File: src/hw/rtl/clbts_pkg.sv
`timescale 1ns / 1ps
`default_nettype none

package clbts_pkg;

  // request codes on the action field
  typedef enum logic [2:0] {
    ACT_TICK      = 3'd0,
    ACT_WR_INSTR  = 3'd1,
    ACT_WR_DATA   = 3'd2,
    ACT_RD_BUSY   = 3'd3,
    ACT_RD_DATA   = 3'd4
  } action_e;

  // latched transfer kind (action minus one)
  typedef enum logic [1:0] {
    KIND_WR_INSTR = 2'd0,
    KIND_WR_DATA  = 2'd1,
    KIND_RD_BUSY  = 2'd2,
    KIND_RD_DATA  = 2'd3
  } kind_e;

  typedef enum logic [1:0] {
    PH_IDLE = 2'd0,
    PH_HIGH = 2'd1,
    PH_LOW  = 2'd2
  } phase_e;

  // configuration register indexes
  typedef enum logic [1:0] {
    CFG_EIGHT_BIT = 2'd0,
    CFG_EN_HIGH   = 2'd1,
    CFG_EN_LOW    = 2'd2
  } cfg_idx_e;

  localparam int unsigned CfgIdxBits  = 2;
  localparam int unsigned CfgDataBits = 16;

  localparam logic [15:0] EnHighReset = 16'd1;
  localparam logic [15:0] EnLowReset  = 16'd5;

  // pulses per transfer
  localparam logic [1:0] StepsWr8 = 2'd1;
  localparam logic [1:0] StepsWr4 = 2'd2;
  localparam logic [1:0] StepsRd8 = 2'd2;
  localparam logic [1:0] StepsRd4 = 2'd3;

endpackage

`default_nettype wire

File: src/hw/rtl/clbts_req_if.sv
`timescale 1ns / 1ps
`default_nettype none

interface clbts_req_if;
  logic       valid;
  logic       ready;
  logic [2:0] action;
  logic [7:0] value;
  logic [7:0] bus_sample;

  modport source (output valid, output action, output value, output bus_sample, input ready);
  modport sink   (input valid, input action, input value, input bus_sample, output ready);
endinterface

`default_nettype wire

File: src/hw/rtl/clbts_rsp_if.sv
`timescale 1ns / 1ps
`default_nettype none

interface clbts_rsp_if;
  logic       valid;
  logic       ready;
  logic       reg_select;
  logic       read_write;
  logic       enable;
  logic       bus_drive;
  logic [7:0] bus_out;
  logic       in_progress;
  logic       done_res;
  logic       status;
  logic [7:0] read_byte;
  logic       busy_flag;
  logic [6:0] address_counter;

  modport source (
    output valid, output reg_select, output read_write, output enable, output bus_drive,
    output bus_out, output in_progress, output done_res, output status, output read_byte,
    output busy_flag, output address_counter, input ready
  );
  modport sink (
    input valid, input reg_select, input read_write, input enable, input bus_drive,
    input bus_out, input in_progress, input done_res, input status, input read_byte,
    input busy_flag, input address_counter, output ready
  );
endinterface

`default_nettype wire

File: src/hw/rtl/clbts_cfg_if.sv
`timescale 1ns / 1ps
`default_nettype none

interface clbts_cfg_if;
  logic                             valid;
  logic                             ready;
  logic [clbts_pkg::CfgIdxBits-1:0]  index;
  logic [clbts_pkg::CfgDataBits-1:0] data;

  modport source (output valid, output index, output data, input ready);
  modport sink   (input valid, input index, input data, output ready);
endinterface

`default_nettype wire

File: src/hw/rtl/char_lcd_bus_transfer_sequencer_core.sv
`timescale 1ns / 1ps
`default_nettype none

// Character LCD bus sequencer for an HD44780-style parallel interface. Every
// transaction on req_i is either a tick (carrying the sampled DB7..DB0 pins) or
// a request: write instruction, write data, read busy/address, read data. Each
// transaction yields exactly one response on rsp_o with the RS/RW/E pin levels,
// bus direction and levels, progress, done and reject status, and the last
// read results. Throughput is one transaction per clock while rsp_o is not
// stalled; each passes the input register, then the sequencer update that loads
// the response register. The sequencer advances by one step per transaction, so
// E pulse widths are counted in ticks, not clocks. A request while a transfer
// runs is rejected with status 1 and no other effect. The bus mode is latched
// when a request starts. Timing registers of 0 act as 1, and counts saturate
// at what TICK_COUNT_BITS can hold. Configuration writes are always accepted
// and must only be issued while the block is idle.
module char_lcd_bus_transfer_sequencer_core #(
  parameter int unsigned TICK_COUNT_BITS = 16
) (
  input  wire          clk_i,
  input  wire          rst_ni,
  clbts_req_if.sink    req_i,
  clbts_rsp_if.source  rsp_o,
  clbts_cfg_if.sink    cfg_i
);
  import clbts_pkg::*;

  // configuration registers
  logic        eight_bit_q;
  logic [15:0] en_high_q;
  logic [15:0] en_low_q;

  assign cfg_i.ready = 1'b1;

  always_ff @(posedge clk_i or negedge rst_ni) begin
    if (!rst_ni) begin
      eight_bit_q <= 1'b0;
      en_high_q   <= EnHighReset;
      en_low_q    <= EnLowReset;
    end else if (cfg_i.valid) begin
      case (cfg_idx_e'(cfg_i.index))
        CFG_EIGHT_BIT: eight_bit_q <= cfg_i.data[0];
        CFG_EN_HIGH:   en_high_q   <= cfg_i.data;
        CFG_EN_LOW:    en_low_q    <= cfg_i.data;
        default: ;
      endcase
    end
  end

  // input register stage
  logic       in_valid_q;
  logic [2:0] in_action_q;
  logic [7:0] in_value_q;
  logic [7:0] in_sample_q;
  logic       advance;

  // the update stage moves whenever the response slot is free or being drained
  assign advance     = in_valid_q && (!rsp_o.valid || rsp_o.ready);
  assign req_i.ready = !in_valid_q || advance;

  always_ff @(posedge clk_i or negedge rst_ni) begin
    if (!rst_ni) begin
      in_valid_q <= 1'b0;
    end else if (req_i.ready) begin
      in_valid_q <= req_i.valid;
    end
  end

  always_ff @(posedge clk_i) begin
    if (req_i.ready && req_i.valid) begin
      in_action_q <= req_i.action;
      in_value_q  <= req_i.value;
      in_sample_q <= req_i.bus_sample;
    end
  end

  // sequencer state
  phase_e                     phase_q, phase_d;
  logic [TICK_COUNT_BITS-1:0] timer_q, timer_d;
  logic [7:0]                 send_q, send_d;
  kind_e                      kind_q, kind_d;
  logic [1:0]                 steps_q, steps_d;
  logic [7:0]                 asm_q, asm_d;
  logic                       mode_q, mode_d;
  logic                       rs_q, rs_d, rw_q, rw_d, en_q, en_d, drive_q, drive_d;
  logic [7:0]                 bus_q, bus_d;
  logic [7:0]                 last_rd_q, last_rd_d;
  logic [7:0]                 last_ba_q, last_ba_d;
  logic                       done_d, status_d;

  // pulse length to counter load: zero acts as one, saturate to counter width
  function automatic logic [TICK_COUNT_BITS-1:0] load_count(input logic [15:0] ticks);
    logic [15:0] n;
    begin
      n = (ticks == 16'd0) ? 16'd0 : ticks - 16'd1;
      if ((n >> TICK_COUNT_BITS) != 16'd0) begin
        load_count = '1;
      end else begin
        load_count = TICK_COUNT_BITS'(n);
      end
    end
  endfunction

  logic       rd_req;
  logic [1:0] steps_dec;

  always_comb begin
    phase_d   = phase_q;
    timer_d   = timer_q;
    send_d    = send_q;
    kind_d    = kind_q;
    steps_d   = steps_q;
    asm_d     = asm_q;
    mode_d    = mode_q;
    rs_d      = rs_q;
    rw_d      = rw_q;
    en_d      = en_q;
    drive_d   = drive_q;
    bus_d     = bus_q;
    last_rd_d = last_rd_q;
    last_ba_d = last_ba_q;
    done_d    = 1'b0;
    status_d  = 1'b0;
    rd_req    = (in_action_q == ACT_RD_BUSY) || (in_action_q == ACT_RD_DATA);
    steps_dec = (steps_q != 2'd0) ? steps_q - 2'd1 : 2'd0;

    case (action_e'(in_action_q))
      ACT_TICK: begin
        if (phase_q != PH_IDLE) begin
          if (timer_q != '0) begin
            timer_d = timer_q - 1'b1;
          end else if (phase_q == PH_HIGH) begin
            // end of the high period
            en_d    = 1'b0;
            phase_d = PH_LOW;
            timer_d = load_count(en_low_q);
          end else begin
            // end of the low period: sample if due, then next pulse or finish
            steps_d = steps_dec;
            if (kind_q[1] && steps_dec != 2'd0) begin
              if (mode_q) begin
                asm_d = in_sample_q;
              end else if (steps_dec == 2'd2) begin
                asm_d = {in_sample_q[7:4], asm_q[3:0]};
              end else begin
                asm_d = {asm_q[7:4], in_sample_q[7:4]};
              end
            end
            if (steps_dec == 2'd0) begin
              phase_d = PH_IDLE;
              done_d  = 1'b1;
              if (kind_q == KIND_RD_BUSY) begin
                last_ba_d = asm_d;
              end else if (kind_q == KIND_RD_DATA) begin
                last_rd_d = asm_d;
              end
            end else begin
              if (!kind_q[1] && !mode_q) begin
                bus_d = {send_q[3:0], 4'h0};
              end
              en_d    = 1'b1;
              phase_d = PH_HIGH;
              timer_d = load_count(en_high_q);
            end
          end
        end
      end
      ACT_WR_INSTR, ACT_WR_DATA, ACT_RD_BUSY, ACT_RD_DATA: begin
        if (phase_q != PH_IDLE) begin
          status_d = 1'b1;
        end else begin
          kind_d  = kind_e'(2'(in_action_q - 3'd1));
          mode_d  = eight_bit_q;
          send_d  = in_value_q;
          asm_d   = 8'h00;
          rs_d    = kind_d[0];
          rw_d    = rd_req;
          drive_d = !rd_req;
          if (rd_req) begin
            bus_d   = 8'h00;
            steps_d = eight_bit_q ? StepsRd8 : StepsRd4;
          end else begin
            bus_d   = eight_bit_q ? in_value_q : {in_value_q[7:4], 4'h0};
            steps_d = eight_bit_q ? StepsWr8 : StepsWr4;
          end
          en_d    = 1'b1;
          phase_d = PH_HIGH;
          timer_d = load_count(en_high_q);
        end
      end
      default: ; // undefined action codes leave everything unchanged
    endcase
  end

  always_ff @(posedge clk_i or negedge rst_ni) begin
    if (!rst_ni) begin
      phase_q   <= PH_IDLE;
      timer_q   <= '0;
      send_q    <= 8'h00;
      kind_q    <= KIND_WR_INSTR;
      steps_q   <= 2'd0;
      asm_q     <= 8'h00;
      mode_q    <= 1'b0;
      rs_q      <= 1'b0;
      rw_q      <= 1'b0;
      en_q      <= 1'b0;
      drive_q   <= 1'b0;
      bus_q     <= 8'h00;
      last_rd_q <= 8'h00;
      last_ba_q <= 8'h00;
    end else if (advance) begin
      phase_q   <= phase_d;
      timer_q   <= timer_d;
      send_q    <= send_d;
      kind_q    <= kind_d;
      steps_q   <= steps_d;
      asm_q     <= asm_d;
      mode_q    <= mode_d;
      rs_q      <= rs_d;
      rw_q      <= rw_d;
      en_q      <= en_d;
      drive_q   <= drive_d;
      bus_q     <= bus_d;
      last_rd_q <= last_rd_d;
      last_ba_q <= last_ba_d;
    end
  end

  // response register
  logic       out_valid_q;
  logic       o_rs_q, o_rw_q, o_en_q, o_drive_q, o_prog_q, o_done_q, o_status_q;
  logic [7:0] o_bus_q, o_rd_q, o_ba_q;

  always_ff @(posedge clk_i or negedge rst_ni) begin
    if (!rst_ni) begin
      out_valid_q <= 1'b0;
    end else if (advance) begin
      out_valid_q <= 1'b1;
    end else if (rsp_o.ready) begin
      out_valid_q <= 1'b0;
    end
  end

  always_ff @(posedge clk_i) begin
    if (advance) begin
      o_rs_q     <= rs_d;
      o_rw_q     <= rw_d;
      o_en_q     <= en_d;
      o_drive_q  <= drive_d;
      o_bus_q    <= bus_d;
      o_prog_q   <= (phase_d != PH_IDLE);
      o_done_q   <= done_d;
      o_status_q <= status_d;
      o_rd_q     <= last_rd_d;
      o_ba_q     <= last_ba_d;
    end
  end

  assign rsp_o.valid           = out_valid_q;
  assign rsp_o.reg_select      = o_rs_q;
  assign rsp_o.read_write      = o_rw_q;
  assign rsp_o.enable          = o_en_q;
  assign rsp_o.bus_drive       = o_drive_q;
  assign rsp_o.bus_out         = o_bus_q;
  assign rsp_o.in_progress     = o_prog_q;
  assign rsp_o.done_res        = o_done_q;
  assign rsp_o.status          = o_status_q;
  assign rsp_o.read_byte       = o_rd_q;
  assign rsp_o.busy_flag       = o_ba_q[7];
  assign rsp_o.address_counter = o_ba_q[6:0];

endmodule

`default_nettype wire

File: src/flat_wrapper.sv
// flat-port wrapper written by rule: the top's interface ports become plain ports
module char_lcd_bus_transfer_sequencer_core_flat import clbts_pkg::*;
#(
  parameter int unsigned TICK_COUNT_BITS = 16
)
  (clk_i, rst_ni, req_i_valid, req_i_action, req_i_value, req_i_bus_sample, req_i_ready, rsp_o_valid, rsp_o_reg_select, rsp_o_read_write, rsp_o_enable, rsp_o_bus_drive, rsp_o_bus_out, rsp_o_in_progress, rsp_o_done_res, rsp_o_status, rsp_o_read_byte, rsp_o_busy_flag, rsp_o_address_counter, rsp_o_ready, cfg_i_valid, cfg_i_index, cfg_i_data, cfg_i_ready);
  clbts_req_if req_i_i ();
  clbts_rsp_if rsp_o_i ();
  clbts_cfg_if cfg_i_i ();
  input  wire clk_i;
  input  wire rst_ni;
  input wire logic [$bits(req_i_i.valid)-1:0] req_i_valid;
  input wire logic [$bits(req_i_i.action)-1:0] req_i_action;
  input wire logic [$bits(req_i_i.value)-1:0] req_i_value;
  input wire logic [$bits(req_i_i.bus_sample)-1:0] req_i_bus_sample;
  output wire logic [$bits(req_i_i.ready)-1:0] req_i_ready;
  output wire logic [$bits(rsp_o_i.valid)-1:0] rsp_o_valid;
  output wire logic [$bits(rsp_o_i.reg_select)-1:0] rsp_o_reg_select;
  output wire logic [$bits(rsp_o_i.read_write)-1:0] rsp_o_read_write;
  output wire logic [$bits(rsp_o_i.enable)-1:0] rsp_o_enable;
  output wire logic [$bits(rsp_o_i.bus_drive)-1:0] rsp_o_bus_drive;
  output wire logic [$bits(rsp_o_i.bus_out)-1:0] rsp_o_bus_out;
  output wire logic [$bits(rsp_o_i.in_progress)-1:0] rsp_o_in_progress;
  output wire logic [$bits(rsp_o_i.done_res)-1:0] rsp_o_done_res;
  output wire logic [$bits(rsp_o_i.status)-1:0] rsp_o_status;
  output wire logic [$bits(rsp_o_i.read_byte)-1:0] rsp_o_read_byte;
  output wire logic [$bits(rsp_o_i.busy_flag)-1:0] rsp_o_busy_flag;
  output wire logic [$bits(rsp_o_i.address_counter)-1:0] rsp_o_address_counter;
  input wire logic [$bits(rsp_o_i.ready)-1:0] rsp_o_ready;
  input wire logic [$bits(cfg_i_i.valid)-1:0] cfg_i_valid;
  input wire logic [$bits(cfg_i_i.index)-1:0] cfg_i_index;
  input wire logic [$bits(cfg_i_i.data)-1:0] cfg_i_data;
  output wire logic [$bits(cfg_i_i.ready)-1:0] cfg_i_ready;
  assign req_i_i.valid = req_i_valid;
  assign req_i_i.action = req_i_action;
  assign req_i_i.value = req_i_value;
  assign req_i_i.bus_sample = req_i_bus_sample;
  assign req_i_ready = req_i_i.ready;
  assign rsp_o_valid = rsp_o_i.valid;
  assign rsp_o_reg_select = rsp_o_i.reg_select;
  assign rsp_o_read_write = rsp_o_i.read_write;
  assign rsp_o_enable = rsp_o_i.enable;
  assign rsp_o_bus_drive = rsp_o_i.bus_drive;
  assign rsp_o_bus_out = rsp_o_i.bus_out;
  assign rsp_o_in_progress = rsp_o_i.in_progress;
  assign rsp_o_done_res = rsp_o_i.done_res;
  assign rsp_o_status = rsp_o_i.status;
  assign rsp_o_read_byte = rsp_o_i.read_byte;
  assign rsp_o_busy_flag = rsp_o_i.busy_flag;
  assign rsp_o_address_counter = rsp_o_i.address_counter;
  assign rsp_o_i.ready = rsp_o_ready;
  assign cfg_i_i.valid = cfg_i_valid;
  assign cfg_i_i.index = cfg_i_index;
  assign cfg_i_i.data = cfg_i_data;
  assign cfg_i_ready = cfg_i_i.ready;
  char_lcd_bus_transfer_sequencer_core #(.TICK_COUNT_BITS(TICK_COUNT_BITS)) u_core (.clk_i(clk_i), .rst_ni(rst_ni), .req_i(req_i_i), .rsp_o(rsp_o_i), .cfg_i(cfg_i_i));
endmodule
File: config.mk
export PLATFORM = sky130hd
export DESIGN_NAME = char_lcd_bus_transfer_sequencer_core_flat
export DESIGN_NICKNAME = d
export VERILOG_FILES = /design/src/hw/rtl/clbts_pkg.sv /design/src/hw/rtl/clbts_req_if.sv /design/src/hw/rtl/clbts_rsp_if.sv /design/src/hw/rtl/clbts_cfg_if.sv /design/src/hw/rtl/char_lcd_bus_transfer_sequencer_core.sv /design/src/flat_wrapper.sv
export SDC_FILE = /design/constraint.sdc
export NUM_CORES = 1
export LEC_CHECK = 0
export BUFFER_PORTS_ARGS = -buffer_cell sky130_fd_sc_hd__buf_2
export CORE_ASPECT_RATIO = 1.25
export CORE_MARGIN = 2
export CORE_UTILIZATION = 53
export CTS_BUF_LIST = sky130_fd_sc_hd__clkbuf_4 sky130_fd_sc_hd__clkbuf_8 sky130_fd_sc_hd__clkbuf_16
export DETAILED_ROUTE_END_ITERATION = 12
export PLACE_DENSITY = 0.87
export SLEW_MARGIN = 20
export SYNTH_ARGS = -nofsm -noshare
export SYNTH_HDL_FRONTEND = slang
export SYNTH_SLANG_ARGS = --single-unit
File: constraint.sdc
create_clock -name clk_i -period 2.5 [get_ports clk_i]
set_clock_uncertainty 0.05 [all_clocks]
set_input_delay 0.25 -clock clk_i [delete_from_list [all_inputs] [get_ports clk_i]]
set_output_delay 0.25 -clock clk_i [all_outputs]
set_load 0.01 [all_outputs]
==> run metrics <==
number of buffers created by CTS 17; fraction of layout cells with a size suffix above 1 33.3%; number of iterations in the first detailed-routing pass 6; Endpoint, Worst Hold u_core.en_high_q[2]; post-synth net total approximately 700; relative contribution of sequential cells to total power 43.1%; worst endpoint required time ~2.8 ns; cell area after technology mapping 7210 um^2; first-pass GRT wire length 29.7 mm; final-report max-slew violation count 0; area of the die 14600 um^2; fraction of power consumed by the clock network between 30% and 40%; most used flip-flop cell after synthesis sky130_fd_sc_hd__dfrtp_1; via count about 6100; Overflow after GRT 0; overall die height about 130 um; #FFs+latches synth 148; arrival time at the worst endpoint around 2.8 ns; area fraction in compound gates after synthesis between 10% and 20%; clock root cell sky130_fd_sc_hd__clkbuf_16; number of synthesized flops with an enable pin 50; worst vdd rail ir drop about 0.6 mV; Final Routed Wirelength 19.0 mm; routability congestion estimate 0.913; initial antenna violation count 0; worst slew slack as a fraction of its limit a little over two fifths; Site Rows 47; most used cell along the critical path sky130_fd_sc_hd__buf_6; share of the cycle needed by the critical path after routing 98.9%; worst setup path startpoint u_core.in_action_q[1]; async set-or-reset flop fraction in the synthesized netlist 66.2%; Max stage delay on crit path between 0.4 and 0.5 ns; maximum clock rate 405 MHz; worst-case hold slack between 0.015 and 0.02 ns; kind of critical path flop to flop; Crit path max-delay family buffers and inverters; Worst Setup Slack, final around 0.029 ns; top-level port count 76; DR iter-0 viols 527; final cell count without fillers 981; register-to-register path setup slack between 0.02 and 0.03 ns; latest clock arrival within the worst-skew pair 0.43 ns; synthesis warning total 0; share of the synthesized area in the top cell type 33.0%; share of synthesized cell area in and, or, nand and nor gates 15.6%; capture point of the worst reg-to-reg path u_core.timer_q[10]; Inserted Diodes 0; result of the run finished clean; quantity of I/O buffers inserted on ports 74; main combinational cell family by area after synthesis simple AND/OR/NAND/NOR gates; final instance area 9320 um^2; r2r startpoint u_core.in_action_q[1]; overall power of the completed layout roughly 7.9 mW; top flop regs u_core.en_high_q (16), u_core.en_low_q (16), u_core.timer_q (16); Initial Util a little over half; core box area 13300 um^2; launching element type of the critical path flop; utilization after layout 70.1%; Synth Area in XOR/XNOR between 3 and 4%; number of global-route vias before repair about 6100; unrepaired setup endpoints after global routing yes; Switching Share 31.7%; min cycle time layout around 2.5 ns; maximum number of buffers from clock root to sink 2; internal power between 5 and 6 mW; worst hold start cfg_i_data[2]; slew at the pin closest to its max-slew limit between 0.8 and 0.9 ns; CTS sink cnt 148; dpl ws -0.151 ns; count of maximum capacitance violations 0; Register-to-Register Path Depth 12; floorplan die width approximately 110 um; CTS HTree Levels 4; arithmetic-cell share of the synthesized area counting full adders, half adders and majority gates between 1 and 1.5%; maximum number of pins on one net before global-route repair 50; Gate power share 22.9%; count of unresolved DRC violations after routing 0; post-CTS clock slew at the launch and capture registers of the worst setup and hold paths 0.06 ns; post-DR vias/cell 6.19; cell count after synthesis 647; Final Hold Violating Endpoints 0; total net switching power 2.52 mW; Crit Path Max Fanout 6; static leakage 3.92 nW; Post-layout nets between 800 and 900; distinct cell type count of the synthesized netlist 61; average instance area after synthesis 11.1 um^2; cell chain of the critical path inv_2 -> ha_2 -> nor3_1 -> or4_1 -> a31oi_2 -> buf_6 -> buf_4 -> nand4_1 -> buf_6 -> clkbuf_16 -> nor2_1 -> a221o_1; post-DP HPWL 12.5 mm; Hold WC Path Type primary input to flop; count of placed standard cells including taps 918; CP max-delay cell sky130_fd_sc_hd__edfxtp_1; Detail Route Antenna Nets 0; count of cells along the worst hold path 2; Total Neg Setup Slack 0 ns; count of endpoints failing setup in the final report 0; total power density per cell area roughly 850 nW/um^2; detail-routed net length per standard cell 19.3 um; fraction of the yosys area taken by sequential cells 54.9%; cell types with the largest area share after synthesis sky130_fd_sc_hd__dfrtp_1, sky130_fd_sc_hd__edfxtp_1, sky130_fd_sc_hd__mux2_2; library cell with the largest summed area after synthesis sky130_fd_sc_hd__dfrtp_1; synthesis-to-finish area growth 29.3%; All-Layer GR Usage 26.4%; dpl cell area 8150 um^2; CP Buf/Inv Count 5; CTS tree yes; share of synthesized area spent on multiplexers 7.95%; element type at the critical path end flop
synthesized netlist by cell type (all sizes together), types with 5 or more instances:
master	number
a22o	5
nand4	6
nand3	13
mux2	42
ha	8
or4	9
nand3b	6
or3	12
xnor2	7
nor3	26
a221o	9
a211oi	5
o21ai	53
nor4	8
a22oi	8
edfxtp	50
clkbuf	21
mux2i	10
nor2b	5
dfrtp	95
nand2	66
buf	7
o31ai	16
nand2b	10
nor2	40
xor2	20
a21boi	6
inv	17
a21oi	14
worst reg2reg max path, delay by kind of cell, from the launching register on:
kind | cells | cell delay, ns
buffers and inverters | 5 | 0.71
AO/OA/AOI/OAI | 2 | 0.31
adder cells (fa/ha/maj) | 1 | 0.22
AND/OR/NAND/NOR | 4 | 0.71
flip-flops | 1 | 0.43
cell usage in the layout, fill, tap and decap left out, types with 5 or more instances in the layout:
cell	count
sky130_fd_sc_hd__a21boi_0	5
sky130_fd_sc_hd__a21oi_1	11
sky130_fd_sc_hd__a221o_1	9
sky130_fd_sc_hd__a22o_1	5
sky130_fd_sc_hd__a22oi_1	8
sky130_fd_sc_hd__buf_2	73
sky130_fd_sc_hd__buf_4	55
sky130_fd_sc_hd__clkbuf_16	19
sky130_fd_sc_hd__dfrtp_1	95
sky130_fd_sc_hd__dlygate4sd3_1	21
sky130_fd_sc_hd__edfxtp_1	50
sky130_fd_sc_hd__inv_1	15
sky130_fd_sc_hd__mux2_2	41
sky130_fd_sc_hd__mux2i_1	9
sky130_fd_sc_hd__nand2_1	65
sky130_fd_sc_hd__nand2b_1	7
sky130_fd_sc_hd__nand3_1	11
sky130_fd_sc_hd__nand3b_1	6
sky130_fd_sc_hd__nand4_1	6
sky130_fd_sc_hd__nor2_1	36
sky130_fd_sc_hd__nor3_1	20
sky130_fd_sc_hd__o21ai_0	51
sky130_fd_sc_hd__o31ai_1	15
sky130_fd_sc_hd__or3_1	10
sky130_fd_sc_hd__or4_4	5
sky130_fd_sc_hd__xnor2_1	7
sky130_fd_sc_hd__xor2_1	19
power groups by stage:
stage | clock network [mW] | logic (mW) | registers (mW)
3_3_place_gp | 0 | 1.55 | 3.38
5_1_grt | 2.85 | 1.97 | 3.47
4_1_cts | 2.72 | 1.69 | 3.38
2_1_floorplan | 0 | 1.08 | 3.29
3_5_place_dp | 0 | 1.62 | 3.42
6_report | 2.70 | 1.82 | 3.42
routing by layer:
| layer | vias to the layer above | share of wire, % | GRT usage (%) | routed length, um |
|---|---|---|---|---|
| met5 | - | 0 | 0 | 0 |
| met1 | 2907 | 36 | 30.0 | 6770 |
| li1 | 2715 | - | - | - |
| met4 | 0 | 4.8 | 13.2 | 911 |
| met3 | 101 | 6.5 | 6.22 | 1240 |
| met2 | 350 | 53 | 45.9 | 10000 |
cells by family (layout without fill, tap and decap cells):
kind of cell	count (synthesis)	after routing
other	1	1
AOI/OAI and AO/OA	151	151
muxes	52	52
DFF	148	148
xor gates and xnor gates	27	27
adders and majority gates	8	8
buffers and inverters	46	209
and+or+nand+nor	214	214
worst max path at each step:
stage / to / slack [ns] / cells after the start
CTS: u_core.en_q / 0.006 / 9
global route: u_core.timer_q[15] / -0.12 / 10
global placement: u_core.last_ba_q[7] / 0.05 / 8
detailed placement: u_core.last_ba_q[3] / -0.15 / 7
floorplan: u_core.bus_q[0] / 0.007 / 9
finish: u_core.timer_q[10] / 0.03 / 12
area by class of cell:
class	count	area, um^2
Fill cell	888	3970
Multi-Input combinational cell	453	3280
Timing Repair Buffer	159	1170
Clock inverter	12	168
Sequential cell	148	3960
Clock buffer	20	460
Inverter	18	68.8
Tap cell	171	214
timing repair:
action,CTS,global route
gates resized for setup,8,49
hold buffers,21,0
endpoints found under the setup margin,40,79
cloned,0,2
endpoints found under the hold margin,63,0
pin swaps,0,12
buffers inserted,0,8
No activity file was read; power rests on OpenSTA's default activity.
